File: src/rtl/pcc_pkg.sv
// pcc_pkg: shared types, codes and helpers for the polygon convexity classifier
// no dependencies; used by every pcc_* module and the top level
`default_nettype none

package pcc_pkg;

	typedef struct packed {
		logic [31:0] x;
		logic [31:0] y;
	} pt_t;

	typedef struct packed {
		pt_t  pt;
		logic last;
	} vtx_t;

	// one edge check handed from the edge sequencer to the sign pipeline
	typedef struct packed {
		logic chk;
		logic done;
		logic many;
		pt_t  prev;
		pt_t  delta;
	} tok_t;

	localparam logic [1:0] AXIS_NEG_Z_Y = 2'd0;
	localparam logic [1:0] AXIS_Z_X     = 2'd1;
	localparam logic [1:0] AXIS_X_Y     = 2'd2;

	// two's complement -1 / 0 / +1, used for direction and angle sign
	localparam logic [1:0] DIR_NONE = 2'b00;
	localparam logic [1:0] DIR_POS  = 2'b01;
	localparam logic [1:0] DIR_NEG  = 2'b11;

	localparam logic [1:0] CNT_MAX = 2'd3;
	localparam logic [1:0] CNT_TWO = 2'd2;

	typedef enum logic [1:0] {
		CLS_LINE = 2'd0,
		CLS_CW   = 2'd1,
		CLS_CCW  = 2'd2,
		CLS_CPLX = 2'd3
	} cls_t;

	typedef enum logic [1:0] {
		SEQ_RUN,
		SEQ_CLOSE1,
		SEQ_CLOSE2
	} seq_t;

	function automatic logic [1:0] edge_dir(input pt_t d);
		logic [1:0] r;
		if (d.x != '0) begin
			r = d.x[31] ? DIR_POS : DIR_NEG;
		end else if (d.y != '0) begin
			r = d.y[31] ? DIR_POS : DIR_NEG;
		end else begin
			r = DIR_NONE;
		end
		return r;
	endfunction

endpackage

`default_nettype wire

File: src/rtl/pcc_front.sv
// pcc_front: configuration register, vertex intake and 2-D projection
// depends on pcc_pkg
`default_nettype none

module pcc_front (
	input  wire logic               clk,
	input  wire logic               arst_n,
	input  wire logic               cfg_valid,
	output logic                    cfg_ready,
	input  wire logic [1:0]         cfg_data,
	input  wire logic               vtx_valid,
	output logic                    vtx_stall,
	input  wire logic signed [31:0] pos_x,
	input  wire logic signed [31:0] pos_y,
	input  wire logic signed [31:0] pos_z,
	input  wire logic               is_last,
	input  wire logic               q_full,
	output logic                    push,
	output pcc_pkg::vtx_t           push_item
);

	logic [1:0] axis_q;

	always_ff @(posedge clk or negedge arst_n) begin
		if (!arst_n) begin
			axis_q <= pcc_pkg::AXIS_X_Y;
		end else if (cfg_valid && cfg_ready) begin
			axis_q <= cfg_data;
		end
	end

	assign cfg_ready = 1'b1;
	assign vtx_stall = q_full;
	assign push      = vtx_valid && !q_full;

	always_comb begin
		push_item.last = is_last;
		case (axis_q)
			pcc_pkg::AXIS_NEG_Z_Y: begin
				push_item.pt.x = 32'd0 - $unsigned(pos_z);
				push_item.pt.y = $unsigned(pos_y);
			end
			pcc_pkg::AXIS_Z_X: begin
				push_item.pt.x = $unsigned(pos_z);
				push_item.pt.y = $unsigned(pos_x);
			end
			default: begin
				push_item.pt.x = $unsigned(pos_x);
				push_item.pt.y = $unsigned(pos_y);
			end
		endcase
	end

endmodule

`default_nettype wire

File: config.mk
export PLATFORM = sky130hd
export DESIGN_NAME = pcc_front
export DESIGN_NICKNAME = d
export VERILOG_FILES = /design/src/rtl/pcc_pkg.sv /design/src/rtl/pcc_front.sv
export SDC_FILE = /design/constraint.sdc
export NUM_CORES = 1
export LEC_CHECK = 0
export BUFFER_PORTS_ARGS = -buffer_cell sky130_fd_sc_hd__clkbuf_2
export CAP_MARGIN = 10
export CORE_ASPECT_RATIO = 1.1
export CORE_MARGIN = 1
export CORE_UTILIZATION = 41
export DETAILED_ROUTE_END_ITERATION = 6
export GPL_TIMING_DRIVEN = 1
export HOLD_SLACK_MARGIN = 0.06
export PLACE_DENSITY = 0.88
export SETUP_SLACK_MARGIN = 0.02
export SLEW_MARGIN = 15
export SYNTH_ARGS = -nofsm -noshare
export SYNTH_HDL_FRONTEND = slang
export SYNTH_SLANG_ARGS = --single-unit
File: constraint.sdc
create_clock -name clk -period 3.3 [get_ports clk]
set_input_delay 0.33 -clock clk [delete_from_list [all_inputs] [get_ports clk]]
set_output_delay 0.33 -clock clk [all_outputs]
set_load 0.02 [all_outputs]
==> results.json <==
{
  "htreeDepth": 1,
  "ant_nets": 0,
  "final-max-slew-violation-count": 0,
  "crit_start": "pos_z[2]",
  "grtUsageTotal_pct": 25.52,
  "die_area_um2": 4777,
  "path_cells": "clkbuf_2 -> nor4_4 -> buf_4 -> nand3_1 -> or4_1 -> o311ai_1 -> clkbuf_2",
  "ioPinCount": 172,
  "hpwlAfterDp_um": 5205,
  "dieHeight_um": 72.39,
  "syn-num-nets": 338,
  "finalPower_w": 0.0007161,
  "peakVddDrop_v": 0.0001886,
  "reg2reg_depth": 2,
  "firstDrtPassIters": 4,
  "yosys.area.top_type": "mux2_2",
  "hold_violations": 0,
  "ys.flop_type": "dfstp_2",
  "period_share_pct": 78.44,
  "syn_area_um2": 1847,
  "gp_congestion": 0.7889,
  "setup_tns_ps": 0,
  "ctsLongestPathBuffers": 2,
  "worstHoldPathCells": 2,
  "diodes": 0,
  "rows": 25,
  "synth_top_area_share_pct": 28.66,
  "cts_tree": "built",
  "drt_iter0_markers": 173,
  "regMostFlops": "axis_q",
  "clock.fmax_ghz": 0.3863,
  "grt_pass1_wl_um": 9832,
  "root_buffer": "clkbuf_8",
  "avgSynthCellArea_um2": 7.926,
  "worstHoldStart": "cfg_valid",
  "ys_seq_area_share_pct": 2.778,
  "vias": 2576,
  "pre_cts_slack_ps": 696.0,
  "post-route-cell-area_um2": 2748,
  "skew_ps": 0,
  "clk_latency_ps": 210,
  "synth-edff-count": 0,
  "core_um2": 4317,
  "synth_cells": 233,
  "timing.rr.end": "axis_q[0]",
  "final_nets": 499,
  "worst_slack_ps": 711.6,
  "initial_core_util_pct": 42.78,
  "ys_top_cells_by_area": "mux2_2 29%, xor2_1 6.2%, nor4_4 4.6%",
  "yosysWarningCount": 0,
  "drive_gt1_share_pct": 60.31,
  "die_w_um": 65.99,
  "leakage_nw": 1.333,
  "grt_pass1_vias": 2345,
  "cts.sinks": 2,
  "rsz0062_at_grt": "no",
  "status": "finished, final reports clean",
  "start_kind": "input port",
  "largest_reg_flops": 2,
  "min_period_ps": 2588,
  "reg.largest.list": "axis_q: 2 flops",
  "cts_buffers": 3,
  "area_growth_pct": 48.78,
  "grt_max_degree": 32,
  "overflow": 0,
  "drt-wirelength-per-cell_um": 14.36,
  "cap_viol_max_count": 0,
  "clk_pin_slew_ps": 30,
  "fillCellCount": 393,
  "cts_resized": 0,
  "reg2reg_slack_ps": 2160,
  "worst-path-max-fanout": 13,
  "worstReg2RegStart": "axis_q[0]",
  "crit_path_end_kind": "output pin",
  "drc": 0,
  "setup_viol": 0,
  "relSlewSlack_pct": 34.85,
  "synthArstFlopShare_pct": 100.0,
  "p_per_area_nw_per_um2": 260.6,
  "required_ps": 2970,
  "worst_hold_path.endpoint": "axis_q[1]",
  "crit_buf_inv": 3,
  "critical-path-top-delay-family": "simple AND/OR/NAND/NOR gates",
  "vias_per_cell": 5.763,
  "placed_area_um2": 2693,
  "drt-total-wl_um": 6421,
  "synth_cell_types": 45,
  "critPathSlowestCell": "or4_1",
  "ys_seq_elements": 2,
  "hp-class": "input port to register",
  "io_buffers": 168,
  "arrival_ps": 2260,
  "crit_top_cell": "clkbuf_2",
  "max_stage_delay_ps": 620,
  "tightestPinTransition_ps": 973.6,
  "antenna_found_initial": 0,
  "postLayoutCoreUtil_pct": 63.65,
  "path_class": "input port to output pin"
}
## metal layers
metal	global-route usage, %	vias up	routed length, µm
li1	-	1239	-
met5	0	-	0
met4	5.674	0	42
met1	27.09	1206	2397
met2	52.83	127	3568
met3	1.730	4	412
## power by group
part | total, W | internal, W | switching (W)
clock network | 0.000101 | 0.0000819 | 0.0000194
logic | 0.000583 | 0.000246 | 0.000336
registers | 0.0000322 | 0.0000278 | 0.00000440
total | 0.000716 | 0.000356 | 0.000360
## cell usage after synthesis, types with 4 or more instances
master / n
mux2_2: 47
nor2_1: 16
nor3_1: 15
nor4_1: 13
o22ai_1: 13
xor2_1: 13
nand2_1: 10
clkbuf_1: 9
nand3_1: 7
o211a_1: 7
a21oi_1: 6
inv_1: 6
a41oi_1: 4
clkbuf_8: 4
nor4_4: 4
o211ai_1: 4
o21ai_0: 4
xnor2_1: 4
## cell families (layout without fill, tap and decap cells)
group	after synthesis	after routing	share of synthesized area, %
AOI/OAI and AO/OA	49	49	19.38
xor gates and xnor gates	17	17	8.062
adders and majority gates	1	1	0.6774
buffers and inverters	26	186	8.265
DFF	2	2	2.778
muxes	49	49	29.74
other	1	1	0.2031
and+or+nand+nor	88	88	30.89
## how the worst max path moves through the flow
| stage | end | slack [ps] | depth (start not counted) |
|---|---|---|---|
| 2_1_floorplan | push_item[51] | 1000 | 6 |
| 3_3_place_gp | push_item[62] | 750 | 7 |
| 3_5_place_dp | push_item[62] | 700 | 7 |
| 4_1_cts | push_item[62] | 690 | 7 |
| 5_1_grt | push_item[57] | 570 | 8 |
| 6_report | push_item[62] | 710 | 7 |
## metrics by stage
| stage | cells | hold slack, ps |
|---|---|---|
| after global routing | 447 | 346.1 |
| after global placement | 442 | 115.2 |
| after detailed placement | 442 | 122.3 |
| after CTS | 447 | 316.6 |
| final | 447 | 319.4 |
| after floorplan | 233 | 34.41 |
## cell type report
type | instances | area (µm²) | area share, %
multi-input cells | 205 | 1645 | 59.88
repair buffers | 176 | 915.9 | 33.33
well taps | 54 | 67.56 | 2.459
flip-flops and latches | 2 | 51.30 | 1.867
clock buffers | 4 | 45.04 | 1.639
inverters | 6 | 22.52 | 0.8197
## placed cells by master (no fill, tap or decap), types with 3 or more instances in the layout
master	count
nor3b_1	3
xnor2_1	4
nor2_1	16
o21ai_0	4
clkbuf_8	3
a21oi_1	6
inv_1	6
clkbuf_2	168
nand2_1	9
o22ai_1	13
nand3_1	7
nor2b_1	3
nor4_4	4
o211ai_1	4
o311a_1	3
buf_4	6
nor4_1	13
mux2_2	47
nand4_1	3
a41oi_1	4
o211a_1	7
xor2_1	13
nor3_1	15
a31oi_1	3
nor4b_1	3
## timing repair
item,in CTS,in global routing
hold buffers,1,0
setup buffers,0,0
hold endpoints to repair,1,0
Note: power is estimated with default switching activity, not from simulation.
