$ cat src/rtl/pcc_pkg.sv
// pcc_pkg: shared types, codes and helpers for the polygon convexity classifier
// no dependencies; used by every pcc_* module and the top level
`default_nettype none

package pcc_pkg;

	typedef struct packed {
		logic [31:0] x;
		logic [31:0] y;
	} pt_t;

	typedef struct packed {
		pt_t  pt;
		logic last;
	} vtx_t;

	// one edge check handed from the edge sequencer to the sign pipeline
	typedef struct packed {
		logic chk;
		logic done;
		logic many;
		pt_t  prev;
		pt_t  delta;
	} tok_t;

	localparam logic [1:0] AXIS_NEG_Z_Y = 2'd0;
	localparam logic [1:0] AXIS_Z_X     = 2'd1;
	localparam logic [1:0] AXIS_X_Y     = 2'd2;

	// two's complement -1 / 0 / +1, used for direction and angle sign
	localparam logic [1:0] DIR_NONE = 2'b00;
	localparam logic [1:0] DIR_POS  = 2'b01;
	localparam logic [1:0] DIR_NEG  = 2'b11;

	localparam logic [1:0] CNT_MAX = 2'd3;
	localparam logic [1:0] CNT_TWO = 2'd2;

	typedef enum logic [1:0] {
		CLS_LINE = 2'd0,
		CLS_CW   = 2'd1,
		CLS_CCW  = 2'd2,
		CLS_CPLX = 2'd3
	} cls_t;

	typedef enum logic [1:0] {
		SEQ_RUN,
		SEQ_CLOSE1,
		SEQ_CLOSE2
	} seq_t;

	function automatic logic [1:0] edge_dir(input pt_t d);
		logic [1:0] r;
		if (d.x != '0) begin
			r = d.x[31] ? DIR_POS : DIR_NEG;
		end else if (d.y != '0) begin
			r = d.y[31] ? DIR_POS : DIR_NEG;
		end else begin
			r = DIR_NONE;
		end
		return r;
	endfunction

endpackage

`default_nettype wire

$ cat src/rtl/pcc_sign.sv
// pcc_sign: cross product pipeline, angle sign tracking and result register
// depends on pcc_pkg; takes edge checks from pcc_edge
`default_nettype none

module pcc_sign (
	input  wire logic          clk,
	input  wire logic          arst_n,
	input  wire logic          tok_valid,
	input  wire pcc_pkg::tok_t tok,
	output logic               advance,
	output logic               res_valid,
	input  wire logic          res_stall,
	output logic [1:0]         poly_class
);

	logic          valid_s1, valid_s2;
	pcc_pkg::tok_t tok_s1;
	logic          chk_s2, done_s2, many_s2;
	logic [31:0]   m1_s2, m2_s2;

	logic [1:0]    angle_q, angle_n;
	logic          cplx_q, cplx_n;
	logic          res_valid_q;
	pcc_pkg::cls_t cls_q, cls;

	logic signed [63:0] prod1, prod2;
	logic [31:0]        cr;
	logic               hold, load;

	assign prod1 = $signed(tok_s1.prev.x) * $signed(tok_s1.delta.y);
	assign prod2 = $signed(tok_s1.prev.y) * $signed(tok_s1.delta.x);

	assign hold    = valid_s2 && done_s2 && res_valid_q && res_stall;
	assign advance = !hold;
	assign load    = valid_s2 && done_s2 && advance;

	always_comb begin
		cr      = m1_s2 - m2_s2;
		angle_n = angle_q;
		cplx_n  = cplx_q;
		if (chk_s2) begin
			if (cr[31]) begin
				cplx_n  = cplx_q || (angle_q == pcc_pkg::DIR_POS);
				angle_n = pcc_pkg::DIR_NEG;
			end else if (cr != '0) begin
				cplx_n  = cplx_q || (angle_q == pcc_pkg::DIR_NEG);
				angle_n = pcc_pkg::DIR_POS;
			end
		end
		if (cplx_n || many_s2) begin
			cls = pcc_pkg::CLS_CPLX;
		end else if (angle_n == pcc_pkg::DIR_POS) begin
			cls = pcc_pkg::CLS_CCW;
		end else if (angle_n == pcc_pkg::DIR_NEG) begin
			cls = pcc_pkg::CLS_CW;
		end else begin
			cls = pcc_pkg::CLS_LINE;
		end
	end

	always_ff @(posedge clk or negedge arst_n) begin
		if (!arst_n) begin
			valid_s1    <= 1'b0;
			valid_s2    <= 1'b0;
			angle_q     <= pcc_pkg::DIR_NONE;
			cplx_q      <= 1'b0;
			res_valid_q <= 1'b0;
		end else begin
			if (advance) begin
				valid_s1 <= tok_valid;
				valid_s2 <= valid_s1;
				if (valid_s2) begin
					if (done_s2) begin
						angle_q <= pcc_pkg::DIR_NONE;
						cplx_q  <= 1'b0;
					end else begin
						angle_q <= angle_n;
						cplx_q  <= cplx_n;
					end
				end
			end
			if (load) begin
				res_valid_q <= 1'b1;
			end else if (!res_stall) begin
				res_valid_q <= 1'b0;
			end
		end
	end

	always_ff @(posedge clk) begin
		if (advance) begin
			tok_s1  <= tok;
			chk_s2  <= tok_s1.chk;
			done_s2 <= tok_s1.done;
			many_s2 <= tok_s1.many;
			m1_s2   <= prod1[47:16];
			m2_s2   <= prod2[47:16];
		end
		if (load) begin
			cls_q <= cls;
		end
	end

	assign res_valid  = res_valid_q;
	assign poly_class = cls_q;

	a_hold_keeps: assert property (@(posedge clk) disable iff (!arst_n)
		hold |=> valid_s2 && done_s2 && $stable(m1_s2) && $stable(m2_s2))
		else $error("final check lost while result stalled");

	a_done_clears: assert property (@(posedge clk) disable iff (!arst_n)
		load |=> angle_q == pcc_pkg::DIR_NONE && !cplx_q)
		else $error("angle state not cleared after result");

	a_result_source: assert property (@(posedge clk) disable iff (!arst_n)
		$rose(res_valid_q) |-> $past(valid_s2 && done_s2))
		else $error("result without a final check");

endmodule

`default_nettype wire

$ cat config.mk
export PLATFORM = sky130hd
export DESIGN_NAME = pcc_sign
export DESIGN_NICKNAME = d
export VERILOG_FILES = /design/src/rtl/pcc_pkg.sv /design/src/rtl/pcc_sign.sv
export SDC_FILE = /design/constraint.sdc
export NUM_CORES = 2
export LEC_CHECK = 0
export CORE_ASPECT_RATIO = 0.8
export CORE_MARGIN = 4
export CORE_UTILIZATION = 43
export DETAILED_ROUTE_END_ITERATION = 6
export DONT_BUFFER_PORTS = 1
export GPL_TIMING_DRIVEN = 0
export HOLD_SLACK_MARGIN = 0.12
export PLACE_DENSITY = 0.57
export SYNTH_ARGS = -nofsm -noshare
export SYNTH_HDL_FRONTEND = slang
export SYNTH_SLANG_ARGS = --single-unit
$ cat constraint.sdc
create_clock -name clk -period 18.2 [get_ports clk]
set_clock_uncertainty 0.2 [all_clocks]
set_input_delay 5.46 -clock clk [delete_from_list [all_inputs] [get_ports clk]]
set_output_delay 5.46 -clock clk [all_outputs]
set_load 0.05 [all_outputs]
==> metrics.md <==
| Metric | Value |
|---|---|
| Status | finished clean |
| Synthesis warning total | 0 |
| DPL Wire Length | 202600 um |
| CTS tree | yes |
| Crit path top cell by count | buf_8 |
| DIE AREA | 157200 um2 |
| FF+latch count, synth | 206 |
| GRT Util Overall | 30.22% |
| Final setup margin | 5610 ps |
| Slowest-stage cell, CP | nand4_1 |
| Primary FF master, synth | edfxtp_1 |
| Vias in the first global route | 49342 |
| Initial antenna violation count | 41 |
| CTS clock-pin slew for the worst setup and hold paths | 60 ps |
| Die height | 355.4 um |
| EDFF count, synth | 200 |
| Synth area leaders | fa_1, inv_1, edfxtp_1, and2_1, ha_1 |
| H-Tree Depth | 1 |
| # Max-Cap Violations | 0 |
| Place WS | 5577 ps |
| Setup violators final | 0 |
| # DRC | 0 |
| WP buf/inv | 5 |
| Setup repair bufs after CTS | 0 |
| Worst setup SP type | input port |
| Post-DRT Antenna Nets | 0 |
| Row Count | 127 |
| Placed inst area | 67610 um2 |
| GPL Wtd Cong | 1.013 |
| Sequential share of the synthesized area | 9.490% |
| Final Max Slew Viols | 0 |
| IO buf count | 0 |
| Most numerous cell in the Yosys netlist | fa_1 |
| Remaining Overflow, GRT | 0 |
| Async SR Flop Fraction | 2.913% |
| Worst EP required | 12540 ps |
| Post-Syn Nets | 8830 |
| Max incr delay on CP | 410 ps |
| Chip Width | 442.2 um |
| Largest net degree at the start of global routing | 19 |
| Final Non-Filler Cells | 8753 |
| Dpl cells | 8675 |
| Top Ports | 139 |
| Global-route wire length before repair | 342900 um |
| Hold Violations, Final | 0 |
| Finished Core Util | 45.83% |
| Via Count | 46309 |
| Cells along the critical path | nand4_1, buf_8, buf_8, buf_8, buf_8, buf_8 |
| Crit path arrival time | 6930 ps |
| Vias per cell | 5.291 |
| CP Max Fanout | 18 |
| FILL cells | 14506 |
| Hold Path Class | reg2reg |
| Inserted Clock Buffers | 30 |
| Initial DRC count | 4672 |
| Clock root buffer | clkbuf_16 |
| CTS sink cnt | 206 |
| Fmax | 79.43 MHz |
| Synth Instances | 6661 |
| Post-synthesis cell type count | 83 |
| Initial Util | 43.29% |
| Top cells by count, synth | fa_1, inv_1, nand2_1 |
| Drt wl/cell | 26.42 um |
| CTS Hold Buffers Added | 0 |
| Syn avg cell area | 9.738 um2 |
| Slew @ Worst Pin | 1404 ps |
| Crit path kind | in2out |
| Period minus WS final | 12590 ps |
| Core area | 149800 um2 |
| # nets final | 8877 |
| Share of the synthesized area in the top cell type | 51.76% |
| Post-Syn Area | 64870 um2 |
| Slew HR | 6.375% |
| Nature of the critical path endpoint | primary output |
| Fraction of layout cells with a size suffix above 1 | 1.381% |
| Area delta synth->final | 5.870% |
| Resized cells post-CTS | 0 |
| Post-Route WL | 231300 um |
| RSZ-0062 raised after global routing | false |
| Drt first pass iters | 6 |
| Crit share post-route | 69.18% |
| Clock buffer depth | 3 |
| Largest delay share family, worst path | buffers and inverters |
| Final Cell Area | 68670 um2 |
| Clock Latency Late Sink | 650 ps |
| Yosys top cell by area | fa_1 |
[flip-flops by register name (all words and copies together) (netlist names)]
register and count:
chk_s2 1, done_s2 1, angle_q 2, m1_s2 32
many_s2 1, valid_s1 1, valid_s2 1, res_valid 1
m2_s2 32, cplx_q 1, poly_class 2, tok_s1 131
[kinds of logic (layout without fill, tap and decap cells)]
group,after synthesis,after routing,synth area share (%)
compound gates,260,260,2.735
xor+xnor,148,148,1.998
fa+ha+maj,2034,2034,58.64
buf+inv,1969,2040,11.42
flops,206,206,9.490
mux,5,5,0.07908
other cells,0,22,0
simple gates,2039,2039,15.64
[area by class of cell]
class | instances | area [um2] | area share [%]
Tap cell | 1999 | 2501 | 3.642
Buffer | 340 | 1292 | 1.882
Clock buffer | 34 | 787.0 | 1.146
Inverter | 1629 | 6115 | 8.904
Multi-Input combinational cell | 4486 | 51300 | 74.71
Timing Repair Buffer | 15 | 237.7 | 0.3462
Antenna cell | 22 | 55.05 | 0.08016
Clock inverter | 22 | 226.5 | 0.3298
Sequential cell | 206 | 6156 | 8.964
[worst reg2reg max path: stages (launching register included)]
cell and delay [ps]:
edfxtp_1 440, clkbuf_1 720, clkbuf_1 630, nand2_1 190, fa_1 610, fa_1 570
inv_1 50, fa_1 500, inv_1 60, fa_1 530, inv_1 70, fa_1 530
fa_1 440, fa_1 550, fa_1 430, ha_1 370, and4_1 270, nand3_1 140
nor2_1 330, o311a_1 520, nor2_2 180, o31ai_1 580, a31o_2 300, o311ai_1 150
o21ai_1 220, a21oi_1 110, xnor2_1 140
[worst paths after layout]
kind	from	to	slack [ps]	depth (start not counted)
min reg2reg	tok_s1[129]	done_s2	220	0
max reg2reg	tok_s1[50]	m2_s2[31]	8090	26
max	res_stall	advance	5610	6
max in group asynchronous	arst_n	angle_q[0]	13410	0
min in group asynchronous	arst_n	angle_q[1]	4310	0
min	tok_s1[129]	done_s2	220	0
[per-layer routing]
metal	track usage (%)	wire (um)	up-vias	part of all wire, %
met3	9.851	29500	232	13
li1	-	-	19333	-
met1	47.49	106900	24467	46
met5	0	77	-	0.033
met2	40.79	90470	2265	39
met4	5.144	4363	12	1.9
[cells in the final DEF (no fill, tap or decap), types with 29 or more instances in the layout]
| cell | count |
|---|---|
| a21o_1 | 30 |
| a21oi_1 | 65 |
| and2_1 | 817 |
| clkbuf_1 | 336 |
| clkbuf_16 | 31 |
| edfxtp_1 | 200 |
| fa_1 | 1677 |
| ha_1 | 357 |
| inv_1 | 1629 |
| nand2_1 | 994 |
| nand2b_1 | 35 |
| nor2_1 | 66 |
| nor2b_1 | 29 |
| nor3_1 | 30 |
| o21ai_0 | 43 |
| xnor2_1 | 109 |
| xor2_1 | 39 |
[through the flow]
| step | hold WS, ps | TNS [ps] |
|---|---|---|
| floorplan | 200.3 | 0 |
| global placement | 202.6 | -201660 |
| detailed placement | 209.2 | 0 |
| CTS | 225.3 | 0 |
| global route | 238.1 | 0 |
| finish | 221.3 | 0 |
Power is not shown: default switching activity piles up to over one toggle a cycle in this logic, so the estimate is an artifact.
