$ cat config.mk
export PLATFORM = sky130hd
export DESIGN_NAME = pcc_queue
export DESIGN_NICKNAME = d
export VERILOG_FILES = /design/src/rtl/pcc_pkg.sv /design/src/rtl/pcc_queue.sv
export SDC_FILE = /design/constraint.sdc
export NUM_CORES = 1
export LEC_CHECK = 0
export ABC_CLOCK_PERIOD_IN_PS = 2750
export BUFFER_PORTS_ARGS = -buffer_cell sky130_fd_sc_hd__buf_2
export CORE_AREA = 2 2 171 173
export CTS_BUF_LIST = sky130_fd_sc_hd__clkbuf_8
export DETAILED_ROUTE_END_ITERATION = 12
export DIE_AREA = 0 0 173 175
export GPL_TIMING_DRIVEN = 0
export PLACE_DENSITY = 0.65
export SLEW_MARGIN = 30
export SYNTH_ARGS = -nofsm -noshare
export SYNTH_HDL_FRONTEND = slang
export SYNTH_SLANG_ARGS = --single-unit
$ cat constraint.sdc
create_clock -name clk -period 2.75 [get_ports clk]
set_clock_uncertainty 0.05 [all_clocks]
set_input_delay 0.6875 -clock clk [delete_from_list [all_inputs] [get_ports clk]]
set_output_delay 0.6875 -clock clk [all_outputs]
set_load 0.05 [all_outputs]
$ cat src/rtl/pcc_pkg.sv
// pcc_pkg: shared types, codes and helpers for the polygon convexity classifier
// no dependencies; used by every pcc_* module and the top level
`default_nettype none

package pcc_pkg;

	typedef struct packed {
		logic [31:0] x;
		logic [31:0] y;
	} pt_t;

	typedef struct packed {
		pt_t  pt;
		logic last;
	} vtx_t;

	// one edge check handed from the edge sequencer to the sign pipeline
	typedef struct packed {
		logic chk;
		logic done;
		logic many;
		pt_t  prev;
		pt_t  delta;
	} tok_t;

	localparam logic [1:0] AXIS_NEG_Z_Y = 2'd0;
	localparam logic [1:0] AXIS_Z_X     = 2'd1;
	localparam logic [1:0] AXIS_X_Y     = 2'd2;

	// two's complement -1 / 0 / +1, used for direction and angle sign
	localparam logic [1:0] DIR_NONE = 2'b00;
	localparam logic [1:0] DIR_POS  = 2'b01;
	localparam logic [1:0] DIR_NEG  = 2'b11;

	localparam logic [1:0] CNT_MAX = 2'd3;
	localparam logic [1:0] CNT_TWO = 2'd2;

	typedef enum logic [1:0] {
		CLS_LINE = 2'd0,
		CLS_CW   = 2'd1,
		CLS_CCW  = 2'd2,
		CLS_CPLX = 2'd3
	} cls_t;

	typedef enum logic [1:0] {
		SEQ_RUN,
		SEQ_CLOSE1,
		SEQ_CLOSE2
	} seq_t;

	function automatic logic [1:0] edge_dir(input pt_t d);
		logic [1:0] r;
		if (d.x != '0) begin
			r = d.x[31] ? DIR_POS : DIR_NEG;
		end else if (d.y != '0) begin
			r = d.y[31] ? DIR_POS : DIR_NEG;
		end else begin
			r = DIR_NONE;
		end
		return r;
	endfunction

endpackage

`default_nettype wire

$ cat src/rtl/pcc_queue.sv
// pcc_queue: small first-in first-out queue of projected vertices
// depends on pcc_pkg
`default_nettype none

module pcc_queue #(
	parameter int DEPTH = 4
) (
	input  wire logic          clk,
	input  wire logic          arst_n,
	input  wire logic          push,
	input  wire pcc_pkg::vtx_t push_item,
	output logic               full,
	input  wire logic          pop,
	output logic               head_valid,
	output pcc_pkg::vtx_t      head
);

	localparam int IW = (DEPTH > 1) ? $clog2(DEPTH) : 1;
	localparam int CW = $clog2(DEPTH + 1);
	localparam logic [IW-1:0] LAST_IDX = IW'(DEPTH - 1);
	localparam logic [CW-1:0] FULL_CNT = CW'(DEPTH);

	pcc_pkg::vtx_t  slot_q [DEPTH];
	logic [IW-1:0]  wr_ptr_q;
	logic [IW-1:0]  rd_ptr_q;
	logic [CW-1:0]  count_q;

	assign full       = count_q == FULL_CNT;
	assign head_valid = count_q != '0;
	assign head       = slot_q[rd_ptr_q];

	always_ff @(posedge clk) begin
		if (push) begin
			slot_q[wr_ptr_q] <= push_item;
		end
	end

	always_ff @(posedge clk or negedge arst_n) begin
		if (!arst_n) begin
			wr_ptr_q <= '0;
			rd_ptr_q <= '0;
			count_q  <= '0;
		end else begin
			if (push) begin
				wr_ptr_q <= (wr_ptr_q == LAST_IDX) ? '0 : wr_ptr_q + IW'(1);
			end
			if (pop) begin
				rd_ptr_q <= (rd_ptr_q == LAST_IDX) ? '0 : rd_ptr_q + IW'(1);
			end
			case ({push, pop})
				2'b10:   count_q <= count_q + CW'(1);
				2'b01:   count_q <= count_q - CW'(1);
				default: count_q <= count_q;
			endcase
		end
	end

endmodule

`default_nettype wire

==> insert_results.sql <==
INSERT INTO impl_metrics (metric_group, metric, value, unit) VALUES
('die', 'core_area', '0.0284', 'mm2'),
('clock_network', 'depth_of_the_cts_h_tree', '2', ''),
('min_path', 'holdPathEnd', 'slot_q[3][53]$_DFFE_PP_', ''),
('die', 'die_h', '175', 'um'),
('detailed_routing', 'detailroute.via_count', '4595', ''),
('setup_path', 'critical_path.reg2reg.startpoint', 'wr_ptr_q[0]$_DFFE_PN0P_', ''),
('die', 'dieArea', '0.0303', 'mm2'),
('clock_network', 'cts_buffer_depth', '3', ''),
('global_routing', 'initial_antenna_violation_count', '1', ''),
('yosys', 'synth_warn', '0', ''),
('setup_path', 'cp_top_family', 'buffers and inverters', ''),
('clock_network', 'insertion_delay_of_the_later_clocked_pin_in_the_worst_skew_pair', '520', 'ps'),
('global_routing', 'grt_max_degree', '41', ''),
('yosys', 'synth.net_count', '455', ''),
('sta', 'final-max-slew-violation-count', '0', ''),
('yosys', 'share_of_yosys_cell_area_claimed_by_the_top_area_cell_type', '79.4', '%'),
('detailed_routing', 'detail_route.first_pass.iterations', '4', ''),
('setup_path', 'critPathMaxStageDelay', '520', 'ps'),
('power_and_ir_drop', 'fin_total_pwr', '0.0150', 'W'),
('setup_path', 'critical_path_arrival', '2110', 'ps'),
('setup_path', 'crit_top_cell', 'sky130_fd_sc_hd__buf_12', ''),
('sta', 'achievable-frequency', '0.351', 'GHz'),
('setup_path', 'worst_ep_required_time', '2010', 'ps'),
('clock_network', 'number_of_buffers_inserted_during_clock_tree_synthesis', '44', ''),
('sta', 'max-slew-margin-rel', '69.0', '%'),
('global_routing', 'grt_pass1_wl', '28500', 'um'),
('setup_path', 'endpoint_kind', 'primary output', ''),
('sta', 'worst_pin_slew', '465', 'ps'),
('cells_and_area', 'post_route_cells_drive_above_1_share', '48.5', '%'),
('clock_network', 'cts_tree', 'built', ''),
('yosys', 'yosysTopAreaCell', 'sky130_fd_sc_hd__edfxtp_1', ''),
('setup_path', 'startpoint_type', 'flop', ''),
('detailed_routing', 'drt_drc_violations_left', '0', ''),
('outcome', 'failed_checks', 'negative setup slack', ''),
('die', 'rows', '62', ''),
('yosys', 'synth_seq_cells', '267', ''),
('die', 'die_w', '173', 'um'),
('setup_path', 'path_class', 'flop to primary output', ''),
('cells_and_area', 'fillCellCount', '2502', ''),
('placement', 'dp.final_hpwl', '11500', 'um'),
('die', 'initial_utilization', '34.6', '%'),
('min_path', 'min-delay-path-class', 'input pin to flop', ''),
('sta', 'setup_viol_count_final', '59', ''),
('global_routing', 'gr-usage-all-layers', '12.4', '%'),
('setup_path', 'rrSetupSlack', '910', 'ps'),
('setup_path', 'cp.buffers_inverters', '5', ''),
('setup_path', 'timing.reg2reg.worst_path_depth', '4', ''),
('sta', 'rsz0062_at_grt', 'yes', ''),
('setup_path', 'worst-path-max-fanout', '7', ''),
('outcome', 'status', 'finished with violations', ''),
('placement', 'gp_routability_congestion', '0.692', ''),
('detailed_routing', 'wl_per_cell', '18.7', 'um'),
('detailed_routing', 'routed_wl', '18600', 'um'),
('clock_network', 'cts.clk_slew.worst_paths', '60', 'ps'),
('yosys', 'synth_area_per_cell', '25.9', 'um2'),
('global_routing', 'overflow', '0', ''),
('yosys', 'synthTopCellsByArea', 'sky130_fd_sc_hd__edfxtp_1 79%, sky130_fd_sc_hd__mux4_2 15%, sky130_fd_sc_hd__dfrtp_1 1.8%', ''),
('sta', 'timing.final.ws_setup', '-98.2', 'ps'),
('setup_path', 'worstSetupPathDepth', '6', ''),
('detailed_routing', 'detail-route-antenna-nets', '0', ''),
('die', 'pin_count', '136', ''),
('global_routing', 'via_count_of_the_first_global_routing_pass', '5139', ''),
('placement', 'dp_worst_setup_slack', '260', 'ps'),
('detailed_routing', 'dr.first_iter.drc_count', '257', ''),
('clock_network', 'clock_sinks', '267', ''),
('yosys', 'synth_cells', '379', ''),
('setup_path', 'critical_path.reg2reg.endpoint', 'slot_q[2][36]$_DFFE_PP_', ''),
('setup_path', 'critical_path.slowest_cell', 'sky130_fd_sc_hd__mux4_2', ''),
('sta', 'hold_viol_final', '0', ''),
('placement', 'port_buffers', '135', ''),
('sta', 'finalWorstPathRequiredPeriod', '2850', 'ps');
==> worst reg2reg max path: cells and delay by family (launching register included) <==
family	cells	cell delay (ps)
fa+ha+maj	1	160
flops	1	420
buf+inv	2	430
simple gates	1	440
==> cells in the final DEF, fill, tap and decap left out, types with 2 or more instances in the layout <==
master                        n
sky130_fd_sc_hd__edfxtp_1   260
sky130_fd_sc_hd__buf_2      102
sky130_fd_sc_hd__mux4_2      65
sky130_fd_sc_hd__clkbuf_8    50
sky130_fd_sc_hd__buf_6       34
sky130_fd_sc_hd__inv_1       14
sky130_fd_sc_hd__buf_4       13
sky130_fd_sc_hd__clkinv_1    10
sky130_fd_sc_hd__clkinv_2     8
sky130_fd_sc_hd__dfrtp_1      7
sky130_fd_sc_hd__ha_1         6
sky130_fd_sc_hd__buf_12       5
sky130_fd_sc_hd__buf_16       5
sky130_fd_sc_hd__and2_4       4
sky130_fd_sc_hd__o21ai_0      3
sky130_fd_sc_hd__bufinv_16    3
sky130_fd_sc_hd__buf_8        3
sky130_fd_sc_hd__or3_1        2
sky130_fd_sc_hd__nand2_1      2
sky130_fd_sc_hd__nor2_1       2
sky130_fd_sc_hd__mux2_2       2
sky130_fd_sc_hd__xor2_1       2
==> logic make-up after synthesis <==
group / Yosys count / synth area share [%]
flops: 267 / 81.2
simple gates: 11 / 0.598
compound gates: 3 / 0.153
buf+inv: 21 / 1.72
fa+ha+maj: 7 / 0.967
xor+xnor: 3 / 0.267
mux: 67 / 15.1
==> report_power, final <==
group / leakage, nW / total [W] / switching, W / internal (W)
clock: 0.491 / 0.00341 / 0.00147 / 0.00194
combinational: 1.35 / 0.00620 / 0.00389 / 0.00231
sequential: 2.47 / 0.00538 / 0.000166 / 0.00522
==> layer usage <==
metal	global-route usage, %	up-vias	share of wire [%]
li1	-	2015	-
met1	14.2	2394	40
met2	21.8	142	51
met3	3.85	44	6.8
met4	4.63	0	2.6
met5	0	-	0
==> worst max path at each step <==
stage,start,to,slack (ps)
after floorplan,push,slot_q[3][0]$_DFFE_PP_,50
after global placement,push,slot_q[1][46]$_DFFE_PP_,-1350
after detailed placement,rd_ptr_q[1]$_DFFE_PN0P_,head[60],260
after CTS,rd_ptr_q[0]$_DFFE_PN0P_,head[55],-160
after global routing,rd_ptr_q[0]$_DFFE_PN0P_,head[51],-190
final,rd_ptr_q[0]$_DFFE_PN0P_,head[55],-100
==> what timing repair did <==
item | 4_1_cts | 5_1_grt
endpoints found under the setup margin | 63 | 65
cloned | 1 | 0
hold buffers | 1 | 0
buffers inserted | 5 | 2
resized for setup | 79 | 3
endpoints found under the hold margin | 7 | 0
==> sequential cells by signal, summed over array words and instances, names as in the netlist <==
name / flops
count_q: 3
wr_ptr_q: 2
slot_q: 260
rd_ptr_q: 2
==> synth_stat cells, drive strengths merged <==
library cell / n
and2: 4
and3: 1
buf: 15
dfrtp: 7
edfxtp: 260
fa: 1
ha: 6
inv: 6
mux2: 2
mux4: 65
nand2: 2
nor2: 2
o21ai: 3
or3: 2
xnor2: 1
xor2: 2
==> stage by stage <==
step / instances / util [%] / setup TNS (ps)
4_1_cts: 988 / 43.4 / -6040
6_report: 991 / 43.5 / -1830
3_3_place_gp: 898 / 38.7 / -348230
2_1_floorplan: 379 / - / 0
3_5_place_dp: 902 / 39.1 / 0
5_1_grt: 990 / 43.5 / -8740
==> final cells by class <==
class	instances	area, um2	area share [%]
buffer	15	161	1.31
clock inverter	29	198	1.60
timing repair buffer	148	1120	9.09
clock buffer	50	688	5.57
tap	384	480	3.89
sequential	267	7980	64.6
multi-input combinational	91	1690	13.7
antenna	1	2.50	0.0203
inverter	6	22.5	0.182
Power figures use the tool's default switching activity.
