--- config.mk ---
export PLATFORM = sky130hd
export DESIGN_NAME = pcc_edge
export DESIGN_NICKNAME = d
export VERILOG_FILES = /design/src/rtl/pcc_pkg.sv /design/src/rtl/pcc_edge.sv
export SDC_FILE = /design/constraint.sdc
export NUM_CORES = 1
export LEC_CHECK = 0
export BUFFER_PORTS_ARGS = -buffer_cell sky130_fd_sc_hd__buf_4
export CAP_MARGIN = 20
export CORE_MARGIN = 3
export CORE_UTILIZATION = 53
export DETAILED_ROUTE_END_ITERATION = 10
export HOLD_SLACK_MARGIN = 0.08
export PLACE_DENSITY = 0.77
export SETUP_SLACK_MARGIN = 0.3
export SLEW_MARGIN = 40
export SYNTH_ARGS = -nofsm -noshare
export SYNTH_HDL_FRONTEND = slang
export SYNTH_SLANG_ARGS = --single-unit
--- constraint.sdc ---
create_clock -name clk -period 9.08 [get_ports clk]
set_input_delay 0 -clock clk [delete_from_list [all_inputs] [get_ports clk]]
set_output_delay 0 -clock clk [all_outputs]
set_load 0.02 [all_outputs]
--- src/rtl/pcc_pkg.sv ---
// pcc_pkg: shared types, codes and helpers for the polygon convexity classifier
// no dependencies; used by every pcc_* module and the top level
`default_nettype none

package pcc_pkg;

	typedef struct packed {
		logic [31:0] x;
		logic [31:0] y;
	} pt_t;

	typedef struct packed {
		pt_t  pt;
		logic last;
	} vtx_t;

	// one edge check handed from the edge sequencer to the sign pipeline
	typedef struct packed {
		logic chk;
		logic done;
		logic many;
		pt_t  prev;
		pt_t  delta;
	} tok_t;

	localparam logic [1:0] AXIS_NEG_Z_Y = 2'd0;
	localparam logic [1:0] AXIS_Z_X     = 2'd1;
	localparam logic [1:0] AXIS_X_Y     = 2'd2;

	// two's complement -1 / 0 / +1, used for direction and angle sign
	localparam logic [1:0] DIR_NONE = 2'b00;
	localparam logic [1:0] DIR_POS  = 2'b01;
	localparam logic [1:0] DIR_NEG  = 2'b11;

	localparam logic [1:0] CNT_MAX = 2'd3;
	localparam logic [1:0] CNT_TWO = 2'd2;

	typedef enum logic [1:0] {
		CLS_LINE = 2'd0,
		CLS_CW   = 2'd1,
		CLS_CCW  = 2'd2,
		CLS_CPLX = 2'd3
	} cls_t;

	typedef enum logic [1:0] {
		SEQ_RUN,
		SEQ_CLOSE1,
		SEQ_CLOSE2
	} seq_t;

	function automatic logic [1:0] edge_dir(input pt_t d);
		logic [1:0] r;
		if (d.x != '0) begin
			r = d.x[31] ? DIR_POS : DIR_NEG;
		end else if (d.y != '0) begin
			r = d.y[31] ? DIR_POS : DIR_NEG;
		end else begin
			r = DIR_NONE;
		end
		return r;
	endfunction

endpackage

`default_nettype wire

--- src/rtl/pcc_edge.sv ---
// pcc_edge: edge sequencer; edge deltas, direction reversals, loop closing
// depends on pcc_pkg; feeds pcc_sign with one edge check per cycle while advance is high
`default_nettype none

module pcc_edge (
	input  wire logic          clk,
	input  wire logic          arst_n,
	input  wire logic          head_valid,
	input  wire pcc_pkg::vtx_t head,
	input  wire logic          advance,
	output logic               pop,
	output logic               tok_valid,
	output pcc_pkg::tok_t      tok
);

	pcc_pkg::seq_t state_q, state_nx;
	pcc_pkg::pt_t  first_q, second_q, last_q, prev_q;
	logic [1:0]    dir_q, dc_q, vc_q;

	pcc_pkg::pt_t  opa, d;
	logic          nz, rev, chk, done, step, close_go, short_done;
	logic [1:0]    nd, dc_chk;

	// next state
	always_comb begin
		state_nx = state_q;
		case (state_q)
			pcc_pkg::SEQ_RUN: begin
				if (pop && close_go) begin
					state_nx = pcc_pkg::SEQ_CLOSE1;
				end
			end
			pcc_pkg::SEQ_CLOSE1: begin
				if (advance) begin
					state_nx = pcc_pkg::SEQ_CLOSE2;
				end
			end
			pcc_pkg::SEQ_CLOSE2: begin
				if (advance) begin
					state_nx = pcc_pkg::SEQ_RUN;
				end
			end
			default: state_nx = pcc_pkg::SEQ_RUN;
		endcase
	end

	// outputs and edge datapath
	always_comb begin
		case (state_q)
			pcc_pkg::SEQ_CLOSE1: opa = first_q;
			pcc_pkg::SEQ_CLOSE2: opa = second_q;
			default:             opa = head.pt;
		endcase
		d.x    = opa.x - last_q.x;
		d.y    = opa.y - last_q.y;
		nz     = (d.x != '0) || (d.y != '0);
		nd     = pcc_pkg::edge_dir(d);
		rev    = nd == (2'd0 - dir_q);
		dc_chk = dc_q + {1'b0, rev && (dc_q != pcc_pkg::CNT_MAX)};

		pop        = 1'b0;
		step       = 1'b0;
		chk        = 1'b0;
		short_done = 1'b0;
		close_go   = 1'b0;
		case (state_q)
			pcc_pkg::SEQ_RUN: begin
				pop        = advance && head_valid;
				step       = pop;
				chk        = (vc_q >= pcc_pkg::CNT_TWO) && nz;
				short_done = head.last && (vc_q < pcc_pkg::CNT_TWO);
				close_go   = head.last && (vc_q >= pcc_pkg::CNT_TWO);
			end
			pcc_pkg::SEQ_CLOSE1: begin
				step = advance;
				chk  = nz;
			end
			pcc_pkg::SEQ_CLOSE2: begin
				step = advance;
				chk  = 1'b1;
			end
			default: begin
				step = 1'b0;
			end
		endcase
		done = short_done || (state_q == pcc_pkg::SEQ_CLOSE2);

		tok_valid = step && (chk || done);
		tok.chk   = chk;
		tok.done  = done;
		tok.many  = (chk ? dc_chk : dc_q) == pcc_pkg::CNT_MAX;
		tok.prev  = prev_q;
		tok.delta = d;
	end

	always_ff @(posedge clk or negedge arst_n) begin
		if (!arst_n) begin
			state_q <= pcc_pkg::SEQ_RUN;
			dir_q   <= pcc_pkg::DIR_NONE;
			dc_q    <= '0;
			vc_q    <= '0;
		end else begin
			state_q <= state_nx;
			if (step) begin
				if (done) begin
					dir_q <= pcc_pkg::DIR_NONE;
					dc_q  <= '0;
					vc_q  <= '0;
				end else if (state_q == pcc_pkg::SEQ_RUN) begin
					case (vc_q)
						2'd0: vc_q <= 2'd1;
						2'd1: begin
							vc_q  <= pcc_pkg::CNT_TWO;
							dir_q <= nd;
						end
						default: begin
							vc_q <= pcc_pkg::CNT_MAX;
							if (nz) begin
								dir_q <= nd;
								dc_q  <= dc_chk;
							end
						end
					endcase
				end else if (chk) begin
					dir_q <= nd;
					dc_q  <= dc_chk;
				end
			end
		end
	end

	always_ff @(posedge clk) begin
		if (step && !done) begin
			if (state_q == pcc_pkg::SEQ_RUN) begin
				case (vc_q)
					2'd0: begin
						first_q <= head.pt;
						last_q  <= head.pt;
					end
					2'd1: begin
						second_q <= head.pt;
						last_q   <= head.pt;
						prev_q   <= d;
					end
					default: begin
						if (nz) begin
							prev_q <= d;
							last_q <= head.pt;
						end
					end
				endcase
			end else if (chk) begin
				prev_q <= d;
				last_q <= first_q;
			end
		end
	end

	a_close_full: assert property (@(posedge clk) disable iff (!arst_n)
		state_q != pcc_pkg::SEQ_RUN |-> vc_q == pcc_pkg::CNT_MAX)
		else $error("closing steps without a full polygon");

	a_done_clears: assert property (@(posedge clk) disable iff (!arst_n)
		tok_valid && tok.done |=> vc_q == '0 && dc_q == '0)
		else $error("polygon state not cleared after final check");

	a_close_order: assert property (@(posedge clk) disable iff (!arst_n)
		state_q == pcc_pkg::SEQ_CLOSE1 && advance |=> state_q == pcc_pkg::SEQ_CLOSE2)
		else $error("closing steps out of order");

endmodule

`default_nettype wire

==> results of run 1 <==
-- area by class of cell --
class | count | area share (%)
multi-input cells | 985 | 36.5
clock buffers | 34 | 3.85
well taps | 378 | 2.52
flip-flops and latches | 264 | 42.0
inverters | 91 | 1.82
clock inverters | 17 | 0.805
repair buffers | 287 | 12.5
-- stage by stage --
step	instance area (um2)	hold WS (ns)	util [%]	cells	worst slack, ns
final	18800	0.101	66.7	2056	1.77
after global routing	18800	0.103	66.7	2056	1.27
after CTS	18800	0.0846	66.7	2055	1.86
after detailed placement	17200	-0.168	61.1	1934	2.47
after global placement	17200	-0.172	61.0	1934	2.69
after floorplan	15400	-0.296	-	1407	1.16
-- final timing paths --
kind	startpoint	to	slack, ns
worst max-delay path	state_q[0]	tok[128]	1.77
worst min-delay path	head_valid	vc_q[1]	0.10
worst max register to register	state_q[0]	dc_q[1]	2.50
worst min register to register	dir_q[0]	dir_q[0]	0.52
max in group asynchronous	arst_n	dc_q[0]	8.30
min in group asynchronous	arst_n	dir_q[0]	0.46
-- kinds of logic after synthesis --
group	after synthesis	share of synthesized area [%]
AOI/OAI and AO/OA	408	17.8
adders and majority gates	70	5.80
muxes	73	5.29
xor gates and xnor gates	39	2.22
and+or+nand+nor	395	13.3
buffers and inverters	158	4.24
DFF	264	51.4
-- per-layer routing --
metal / vias to the layer above / track usage [%]
li1: 5841 / -
met1: 6044 / 38.9
met2: 606 / 41.7
met3: 79 / 4.28
met4: 0 / 8.02
met5: - / 0
-- synth_stat cells (all sizes together), types with 5 or more instances --
master / count
a22oi: 65
a21oi: 139
o21bai: 9
a21boi: 9
mux2i: 8
mux2: 65
o21ai: 47
and4: 6
nand4: 18
or3: 17
nor2b: 9
nor4: 12
a21o: 25
o211ai: 12
nor2: 127
nand2: 82
nor3b: 6
xor2: 20
o21a: 15
inv: 91
a31oi: 12
nand3: 17
a211o: 9
ha: 68
o2111ai: 5
nor3: 36
edfxtp: 256
buf: 22
or4: 6
a211oi: 16
nand2b: 7
dfrtp: 8
and3: 13
and2: 14
clkbuf: 45
xnor2: 19
-- worst register-to-register path: cells and delay by family (launching register included) --
family	cells	cell delay, ns
buffers and inverters	3	0.98
DFF	1	0.43
AOI/OAI and AO/OA	10	2.14
adders and majority gates	3	1.11
and+or+nand+nor	5	1.81
-- sequential cells by signal, indices dropped and copies added, names as in the netlist --
signal    flops
second_q     64
first_q      64
dc_q          2
state_q       2
last_q       64
vc_q          2
dir_q         2
tok          64
==> summary.log, run 1 <==
INFO  logic_synthesis syn-num-nets=1,546
INFO  worst_setup_path setup.worst_path.end_class=output pin
INFO  die            coreArea=28,200um2
INFO  worst_setup_path timing.critical_path.from_type=flip-flop
INFO  worst_setup_path crit_top_cell=sky130_fd_sc_hd__buf_4
INFO  grt            overflow=0
INFO  logic_synthesis synth-seq-area-share=51.4%
INFO  worst_setup_path worstRegToRegCells=21
INFO  finish         antenna_cells=0
INFO  timing         worst_slew_margin_rel=43.8%
INFO  timing         maxSlewViolCount=0
INFO  min_path       holdPathStages=4
INFO  timing         max_freq=0.137GHz
INFO  die            floorplan.initialDensity=54.5%
INFO  timing         report.final.hold_viol_count=0
INFO  logic_synthesis yosys_register_bits=264
INFO  logic_synthesis netlist_area=15,400um2
INFO  drt            dr_wl_met2=19,600um
INFO  timing         setup-violations-final=0
INFO  cts            numClockSinks=264
INFO  logic_synthesis yosys.area.top_type=sky130_fd_sc_hd__edfxtp_1
INFO  drt            drt_iter0_drc=1,226
INFO  logic_synthesis synth.lib_cells_used.distinct=97
INFO  finish         multi_input_area=6870um2
INFO  logic_synthesis synth_top_area_share=50.0%
INFO  worst_setup_path cp_data_required_time=9.08ns
INFO  drt            vias=12,600
INFO  die            die_y=176um
INFO  timing         rsz_0062_raised_after_global_routing=no
INFO  drt            detailroute.wirelength.met3=3900um
INFO  drt            route.final.wire_length=43,000um
INFO  cts            cts_htree_levels=1
INFO  cts            post-cts-setup-buffers=0
INFO  drt            first_pass_iters=6
INFO  grt            grt_use_total=26.8%
INFO  cts            cts.reportedPaths.clkPinSlew=0.06ns
INFO  worst_setup_path cp_slowest_cell=sky130_fd_sc_hd__ha_2
INFO  worst_setup_path path_buf_inv=4
INFO  cts            ctsHoldBuffers=70
INFO  logic_synthesis yosys_warnings=0
INFO  finish         layout.area.seq=7890um2
INFO  timing         timing.setup.tns=0ns
INFO  timing         worst_pin_slew=0.842ns
INFO  grt            grt_pass1_vias=12,000
INFO  grt            grt_first_pass_wirelength=66,200um
INFO  logic_synthesis yosys-top-cells-area=sky130_fd_sc_hd__edfxtp_1 (50%), sky130_fd_sc_hd__ha_1 (5.5%), sky130_fd_sc_hd__mux2_2 (4.8%)
INFO  drt            drc=0
INFO  drt            detail_route.vias_per_cell=6.11
INFO  timing         final.min_clock_period=7.31ns
INFO  timing         fin_worst_skew=0.0124ns
INFO  die            io_pins=202
INFO  die            fp.dieArea=31,100um2
INFO  logic_synthesis synth_area_per_cell=10.9um2
INFO  logic_synthesis synth_cells=1,407
INFO  die            die_w=176um
INFO  placement      dp_hpwl=30,400um
INFO  finish         most-common-layout-cells=sky130_fd_sc_hd__edfxtp_1 (256), sky130_fd_sc_hd__buf_4 (214), sky130_fd_sc_hd__a21oi_1 (136)
INFO  min_path       timing.hold.worst.class=primary input to flip-flop
INFO  cts            worst_skew_pair.late_latency=0.56ns
INFO  cts            tritoncts.num_buffers=28
INFO  worst_setup_path critical_path_peak_fanout=26
INFO  finish         mostFrequentLayoutCell=sky130_fd_sc_hd__edfxtp_1
INFO  logic_synthesis edff_count_synth=256
INFO  finish         fillerInstances=2,122
INFO  placement      placer_s_final_routability_congestion_estimate=1.03
INFO  drt            wl_met1=18,300um
INFO  finish         drive_gt1_share=21.7%
INFO  logic_synthesis postSynth.asyncResetShare=3.03%
INFO  logic_synthesis synth_flop_type=sky130_fd_sc_hd__edfxtp_1
INFO  cts            tritoncts_clock_tree=built
INFO  drt            antenna_violating_nets_post_route=0
INFO  outcome        run_status=finished, final reports clean
INFO  worst_setup_path critPathMaxStageDelay=0.62ns
INFO  worst_setup_path worstSetupPathType=flip-flop to output pin
INFO  drt            routedWlPerCell=20.9um
INFO  drt            topRoutingLayerUsed=met4
INFO  cts            cts.repair.resized=0
INFO  die            rows=61
INFO  grt            grt_antenna_before_repair=0
INFO  placement      portBuffers=201
INFO  finish         flow.area_growth_from_synthesis=22.4%
INFO  job            maxCapViolCount=0
INFO  grt            maximum_number_of_pins_on_one_net_before_global_route_repair=82
INFO  worst_setup_path worst_ep_arrival_time=7.31ns
INFO  worst_setup_path cp_top_family=simple AND/OR/NAND/NOR gates
INFO  worst_setup_path timing.critical_path.depth=25
INFO  cts            clk_path_buf_depth=3
INFO  timing         final_min_period_over_clock_period=80.5%
INFO  finish         fin_nets=1,796
INFO  cts            root_buffer=sky130_fd_sc_hd__clkbuf_16
Power of run 1 is not shown: default switching activity piles up to over one toggle a cycle in this logic, so the estimate is an artifact.
==> run 2, diff against run 1 <==
ABC_AREA = 1   (was unset)
CORE_UTILIZATION = 54   (was 53)
PLACE_DENSITY = 0.78   (was 0.77)
clock period = 6.25 ns   (was 9.08 ns; I/O delays follow)
==> run 2 against run 1 <==
- core utilization rose by 1.0 points
- routed wire length rose by 4.9%
- worst setup slack got worse by 1.0 ns
- die area rose by 6.1%
- highest routed layer is now met5
==> summary.log, run 2 <==
INFO  drt            drt_iter0_drc=1,037
INFO  drt            routedWlPerCell=15.9um
INFO  grt            overflow=0
INFO  worst_setup_path worstRegToRegCells=26
INFO  logic_synthesis synth_flop_type=sky130_fd_sc_hd__edfxtp_1
INFO  worst_setup_path r2r_slack=0.94ns
INFO  cts            tritoncts.num_buffers=28
INFO  logic_synthesis synthTopCellsByCount=sky130_fd_sc_hd__nand2_1 (629), sky130_fd_sc_hd__inv_1 (459), sky130_fd_sc_hd__edfxtp_1 (256)
INFO  drt            detail_route.vias_per_cell=5.23
INFO  grt            maximum_number_of_pins_on_one_net_before_global_route_repair=93
INFO  cts            cts_htree_levels=1
INFO  cts            tritoncts_clock_tree=built
INFO  timing         fin_worst_hold_slack=0.111ns
INFO  worst_setup_path timing.critical_path.from_type=flip-flop
INFO  min_path       min_delay_startpoint=head_valid
INFO  logic_synthesis netlist_area=16,600um2
INFO  timing         max_freq=0.183GHz
INFO  grt            grt_antenna_before_repair=2
INFO  min_path       timing.hold.worst.class=primary input to flip-flop
INFO  timing         fin_worst_skew=0.0117ns
INFO  timing         timing.setup.tns=0ns
INFO  logic_synthesis leading_cell_type_by_number_of_instances_after_synthesis=sky130_fd_sc_hd__nand2_1
INFO  finish         most-common-layout-cells=sky130_fd_sc_hd__nand2_1 (629), sky130_fd_sc_hd__inv_1 (458), sky130_fd_sc_hd__edfxtp_1 (256)
INFO  die            die_w=182um
INFO  drt            drc=0
INFO  die            floorplan.initialDensity=55.4%
INFO  die            die_y=182um
INFO  timing         final.min_clock_period=5.48ns
INFO  logic_synthesis synth_cells=2,157
INFO  min_path       worst_hold_path.endpoint=dc_q[0]
INFO  timing         maxSlewViolCount=0
INFO  logic_synthesis yosys-top-cells-area=sky130_fd_sc_hd__edfxtp_1 (46%), sky130_fd_sc_hd__nand2_1 (14%), sky130_fd_sc_hd__inv_1 (10%)
INFO  logic_synthesis synth_top_area_share=46.2%
INFO  logic_synthesis syn-num-nets=2,296
INFO  grt            grt_use_total=26.7%
INFO  placement      post-place-cells=2,720
INFO  worst_setup_path worst_ep_arrival_time=5.48ns
INFO  worst_setup_path r2r_end=tok[99]
INFO  worst_setup_path critical_path_peak_fanout=64
INFO  die            coreArea=30,000um2
INFO  worst_setup_path reg2reg_from=state_q[1]
INFO  grt            grt_first_pass_wirelength=72,200um
INFO  cts            worst_skew_pair.late_latency=0.55ns
INFO  finish         instances_no_fill=2,843
INFO  finish         antenna_cells=0
INFO  outcome        run_status=finished, final reports clean
INFO  min_path       holdPathStages=6
INFO  job            maxCapViolCount=0
INFO  logic_synthesis yosys_register_bits=264
INFO  timing         report.final.hold_viol_count=0
INFO  die            fp.dieArea=33,000um2
INFO  worst_setup_path cp_data_required_time=6.25ns
INFO  finish         fin_nets=2,571
INFO  worst_setup_path setup.worst_path.end_class=output pin
INFO  drt            vias=14,900
INFO  logic_synthesis synth.lib_cells_used.distinct=43
INFO  cts            numClockSinks=264
INFO  logic_synthesis postSynth.asyncResetShare=3.03%
INFO  logic_synthesis yosys_warnings=0
INFO  finish         flow.area_growth_from_synthesis=22.3%
INFO  logic_synthesis edff_count_synth=256
INFO  die            rows=63
INFO  worst_setup_path crit_top_cell=sky130_fd_sc_hd__nor2_1
INFO  drt            first_pass_iters=5
INFO  drt            route.final.wire_length=45,100um
INFO  worst_setup_path cp_slowest_cell=sky130_fd_sc_hd__fa_1
INFO  grt            grt_pass1_vias=14,700
INFO  drt            antenna_violating_nets_post_route=0
INFO  worst_setup_path cp_top_family=simple AND/OR/NAND/NOR gates
INFO  logic_synthesis yosys.area.top_type=sky130_fd_sc_hd__edfxtp_1
INFO  timing         worst_slew_margin_rel=46.6%
INFO  timing         setup-violations-final=0
INFO  worst_setup_path critPathMaxStageDelay=0.50ns
INFO  die            io_pins=202
INFO  timing         final_min_period_over_clock_period=87.6%
INFO  placement      dp_hpwl=33,600um
INFO  logic_synthesis synth_area_per_cell=7.71um2
INFO  finish         mostFrequentLayoutCell=sky130_fd_sc_hd__nand2_1
INFO  placement      placer_s_final_routability_congestion_estimate=0.977
INFO  timing         rsz_0062_raised_after_global_routing=no
INFO  finish         drive_gt1_share=14.8%
INFO  logic_synthesis synth-seq-area-share=47.4%
INFO  timing         worst_pin_slew=0.799ns
INFO  worst_setup_path path_buf_inv=4
INFO  placement      portBuffers=201
INFO  cts            clk_path_buf_depth=3
INFO  cts            cts.reportedPaths.clkPinSlew=0.06ns
INFO  cts            root_buffer=sky130_fd_sc_hd__clkbuf_16
INFO  worst_setup_path worstSetupPathType=flip-flop to output pin
## run 2: cell count changes after synthesis, sizes merged, moves of 16 or more
cell,previous run,this run
a211oi,16,0
a21oi,139,110
nor3,36,18
o21ai,47,190
or3,17,0
nand2,82,669
nor2,127,148
a22oi,65,0
nand3,17,114
mux2,65,0
inv,91,473
a21o,25,5
xnor2,19,3
xor2,20,3
## run 2: routing by layer
layer	vias up	GRT usage, %	wire, um	share of wire, %
met3	109	3.61	2660	5.9
met5	-	0	21	0.047
met2	478	49.0	22900	51
met1	6884	32.0	18000	40
li1	7399	-	-	-
met4	4	9.57	1530	3.4
## run 2: kinds of logic (layout without fill, tap and decap cells)
group	count (synthesis)	after routing	synth area share, %
AOI/OAI and AO/OA	312	312	9.80
xor gates and xnor gates	6	6	0.361
adders and majority gates	70	70	5.35
buffers and inverters	519	815	11.8
DFF	264	264	47.4
and+or+nand+nor	986	986	25.2
## run 2: area by class of cell
class	count	area [um2]
flip-flops and latches	264	7890
clock buffers	34	744
well taps	390	488
clock inverters	17	198
fillers	2451	9680
multi-input cells	1374	6840
repair buffers	291	2410
inverters	473	1780
## run 2: stage by stage
step           instance area (um2)  utilization, %  worst slack [ns]
2_1_floorplan                16700               -             0.508
3_3_place_gp                 18600            62.1             0.863
3_5_place_dp                 18700            62.2             0.644
4_1_cts                      20300            67.6             0.392
5_1_grt                      20400            67.8             0.320
6_report                     20400            67.8             0.773
## run 2: how the worst max path moves through the flow
stage | startpoint | endpoint | slack (ns) | cells after the start
floorplan | state_q[0] | tok[100] | 0.51 | 27
global placement | state_q[0] | tok[64] | 0.86 | 29
detailed placement | state_q[0] | tok[64] | 0.64 | 29
CTS | state_q[0] | tok[128] | 0.39 | 32
global route | state_q[1] | tok[128] | 0.32 | 31
finish | state_q[0] | tok[128] | 0.77 | 27
## run 2: what timing repair did
| action | in CTS | in global routing |
|---|---|---|
| endpoints found under the setup margin | 0 | 47 |
| hold endpoints to repair | 207 | 0 |
| gates resized for setup | 0 | 7 |
| hold buffers | 70 | 0 |
| buffers inserted | 0 | 2 |
## run 2: worst min-delay path, stage by stage
cell and delay (ns):
sky130_fd_sc_hd__buf_4 0.08, sky130_fd_sc_hd__nand2_1 0.06, sky130_fd_sc_hd__nand2_1 0.05, sky130_fd_sc_hd__and2_1 0.23, sky130_fd_sc_hd__a21oi_1 0.11, sky130_fd_sc_hd__a21oi_2 0.09
Power of run 2 is left out for the same reason.
==> run 3, diff against run 2 <==
CELL_PAD_IN_SITES_DETAIL_PLACEMENT = 0   (was unset)
CELL_PAD_IN_SITES_GLOBAL_PLACEMENT = 2   (was unset)
CORE_UTILIZATION = 31   (was 54)
PLACE_DENSITY = unset   (was 0.78)
PLACE_DENSITY_LB_ADDON = 0.1   (was unset)
==> run 3 against run 2 <==
- sequential cell count did not move
- sequential share of layout area fell by 1.7 points
- worst hold slack better by 0.0032 ns
- die area increased by 71%
- highest routed layer is now met4
==> summary.log, run 3 (synthesized netlist as in run 2, its figures left out) <==
INFO  outcome        run_status=finished, final reports clean
INFO  finish         flow.area_growth_from_synthesis=28.0%
INFO  timing         report.final.hold_viol_count=0
INFO  cts            cts_htree_levels=2
INFO  finish         layout.area.seq=7890um2
INFO  placement      dp_hpwl=40,500um
INFO  drt            route.final.wire_length=54,200um
INFO  cts            numClockSinks=264
INFO  cts            cts.reportedPaths.clkPinSlew=0.06ns
INFO  worst_setup_path timing.critical_path.depth=29
INFO  worst_setup_path worstRegToRegCells=26
INFO  timing         worst_pin_slew=0.764ns
INFO  timing         worst_slew_margin_rel=49.1%
INFO  cts            root_buffer=sky130_fd_sc_hd__clkbuf_16
INFO  cts            clk_path_buf_depth=3
INFO  timing         worst_slack=0.632ns
INFO  worst_setup_path worst_ep_arrival_time=5.62ns
INFO  die            die_y=238um
INFO  die            floorplan.initialDensity=31.5%
INFO  worst_setup_path critical_path_peak_fanout=24
INFO  worst_setup_path timing.critical_path.from_type=flip-flop
INFO  drt            detail_route.vias_per_cell=4.57
INFO  grt            overflow=0
INFO  cts            tritoncts_clock_tree=built
INFO  timing         setup-violations-final=0
INFO  die            rows=84
INFO  timing         timing.setup.tns=0ns
INFO  worst_setup_path path_buf_inv=4
INFO  grt            grt_use_total=19.2%
INFO  min_path       min_delay_startpoint=head_valid
INFO  worst_setup_path cp_slowest_cell=sky130_fd_sc_hd__fa_2
INFO  timing         final_min_period_over_clock_period=89.9%
INFO  drt            vias=14,400
INFO  die            die_w=238um
INFO  timing         max_freq=0.178GHz
INFO  worst_setup_path cp_top_family=simple AND/OR/NAND/NOR gates
INFO  cts            tritoncts.num_buffers=35
INFO  finish         finish.instance_area=21,300um2
INFO  finish         multi_input_area=6950um2
INFO  cts            worst_skew_pair.late_latency=0.56ns
INFO  worst_setup_path setup.worst_path.end_class=output pin
INFO  die            io_pins=202
INFO  placement      placer_s_final_routability_congestion_estimate=0.849
INFO  min_path       worst_hold_path.endpoint=dc_q[0]
INFO  drt            drc=0
INFO  finish         antenna_cells=0
INFO  drt            drt_iter0_drc=748
INFO  worst_setup_path reg2reg_from=state_q[0]
INFO  worst_setup_path cp_data_required_time=6.25ns
INFO  grt            grt_first_pass_wirelength=83,700um
INFO  worst_setup_path r2r_end=last_q[43]
INFO  grt            maximum_number_of_pins_on_one_net_before_global_route_repair=72
INFO  worst_setup_path crit_path_start=state_q[0]
INFO  timing         maxSlewViolCount=0
INFO  die            coreArea=52,900um2
INFO  placement      postPlaceCellArea=19,100um2
INFO  grt            grt_antenna_before_repair=1
INFO  die            fp.dieArea=56,500um2
INFO  finish         mostFrequentLayoutCell=sky130_fd_sc_hd__nand2_1
INFO  timing         fin_worst_skew=0.0273ns
INFO  finish         drive_gt1_share=16.7%
INFO  drt            routedWlPerCell=17.1um
INFO  min_path       timing.hold.worst.class=primary input to flip-flop
INFO  worst_setup_path critPathMaxStageDelay=0.48ns
INFO  drt            first_pass_iters=5
INFO  finish         most-common-layout-cells=sky130_fd_sc_hd__nand2_1 (629), sky130_fd_sc_hd__inv_1 (456), sky130_fd_sc_hd__edfxtp_1 (256)
INFO  timing         fin_worst_hold_slack=0.114ns
INFO  timing         final.min_clock_period=5.62ns
INFO  grt            grt_pass1_vias=14,600
INFO  drt            antenna_violating_nets_post_route=0
INFO  timing         rsz_0062_raised_after_global_routing=no
INFO  placement      portBuffers=201
INFO  worst_setup_path worstSetupPathType=flip-flop to output pin
INFO  min_path       holdPathStages=6
INFO  finish         fillerInstances=5,430
INFO  placement      dp_worst_setup_slack=0.731ns
INFO  finish         fin_nets=2,586
INFO  worst_setup_path r2r_slack=1.16ns
INFO  job            maxCapViolCount=0
run 3: cell type report:
type / instances / share of cell area (%)
sequential: 264 / 37.0
multi-input combinational: 1374 / 32.6
timing repair buffer: 299 / 11.9
inverter: 473 / 8.37
clock buffer: 39 / 4.28
tap: 688 / 4.04
clock inverter: 25 / 1.79
run 3: per-stage QoR:
| stage | utilization [%] | instances |
|---|---|---|
| 4_1_cts | 39.9 | 3158 |
| 5_1_grt | 40.3 | 3162 |
| 3_5_place_dp | 36.1 | 3024 |
| 3_3_place_gp | 36.1 | 3022 |
| 2_1_floorplan | - | 2157 |
| 6_report | 40.3 | 3162 |
run 3: worst max-delay path by stage:
stage and end:
4_1_cts tok[128], 2_1_floorplan tok[100], 6_report tok[128], 3_5_place_dp last_q[60]
5_1_grt tok[128], 3_3_place_gp last_q[49]
run 3: tightest hold or removal path, cell delays in order:
cell                      delay (ns)
sky130_fd_sc_hd__buf_4          0.08
sky130_fd_sc_hd__nand2_1        0.06
sky130_fd_sc_hd__nand2_1        0.05
sky130_fd_sc_hd__and2_1         0.23
sky130_fd_sc_hd__a21oi_1        0.11
sky130_fd_sc_hd__a21oi_2        0.09
run 3: what timing repair did:
item,in CTS,in global routing
gates resized for setup,2,41
gates cloned,0,1
setup endpoints to repair,1,1
hold buffers,70,0
buffers inserted,0,3
pin swaps,0,3
hold endpoints to repair,205,0
run 3: routing by layer:
| layer | vias up | part of all wire, % | global-route usage [%] |
|---|---|---|---|
| met5 | - | 0 | 0 |
| met4 | 0 | 2.6 | 5.96 |
| met3 | 70 | 3.7 | 2.58 |
| met2 | 287 | 50 | 34.5 |
| met1 | 6652 | 44 | 23.8 |
| li1 | 7430 | - | - |
Power of run 3 is left out for the same reason.
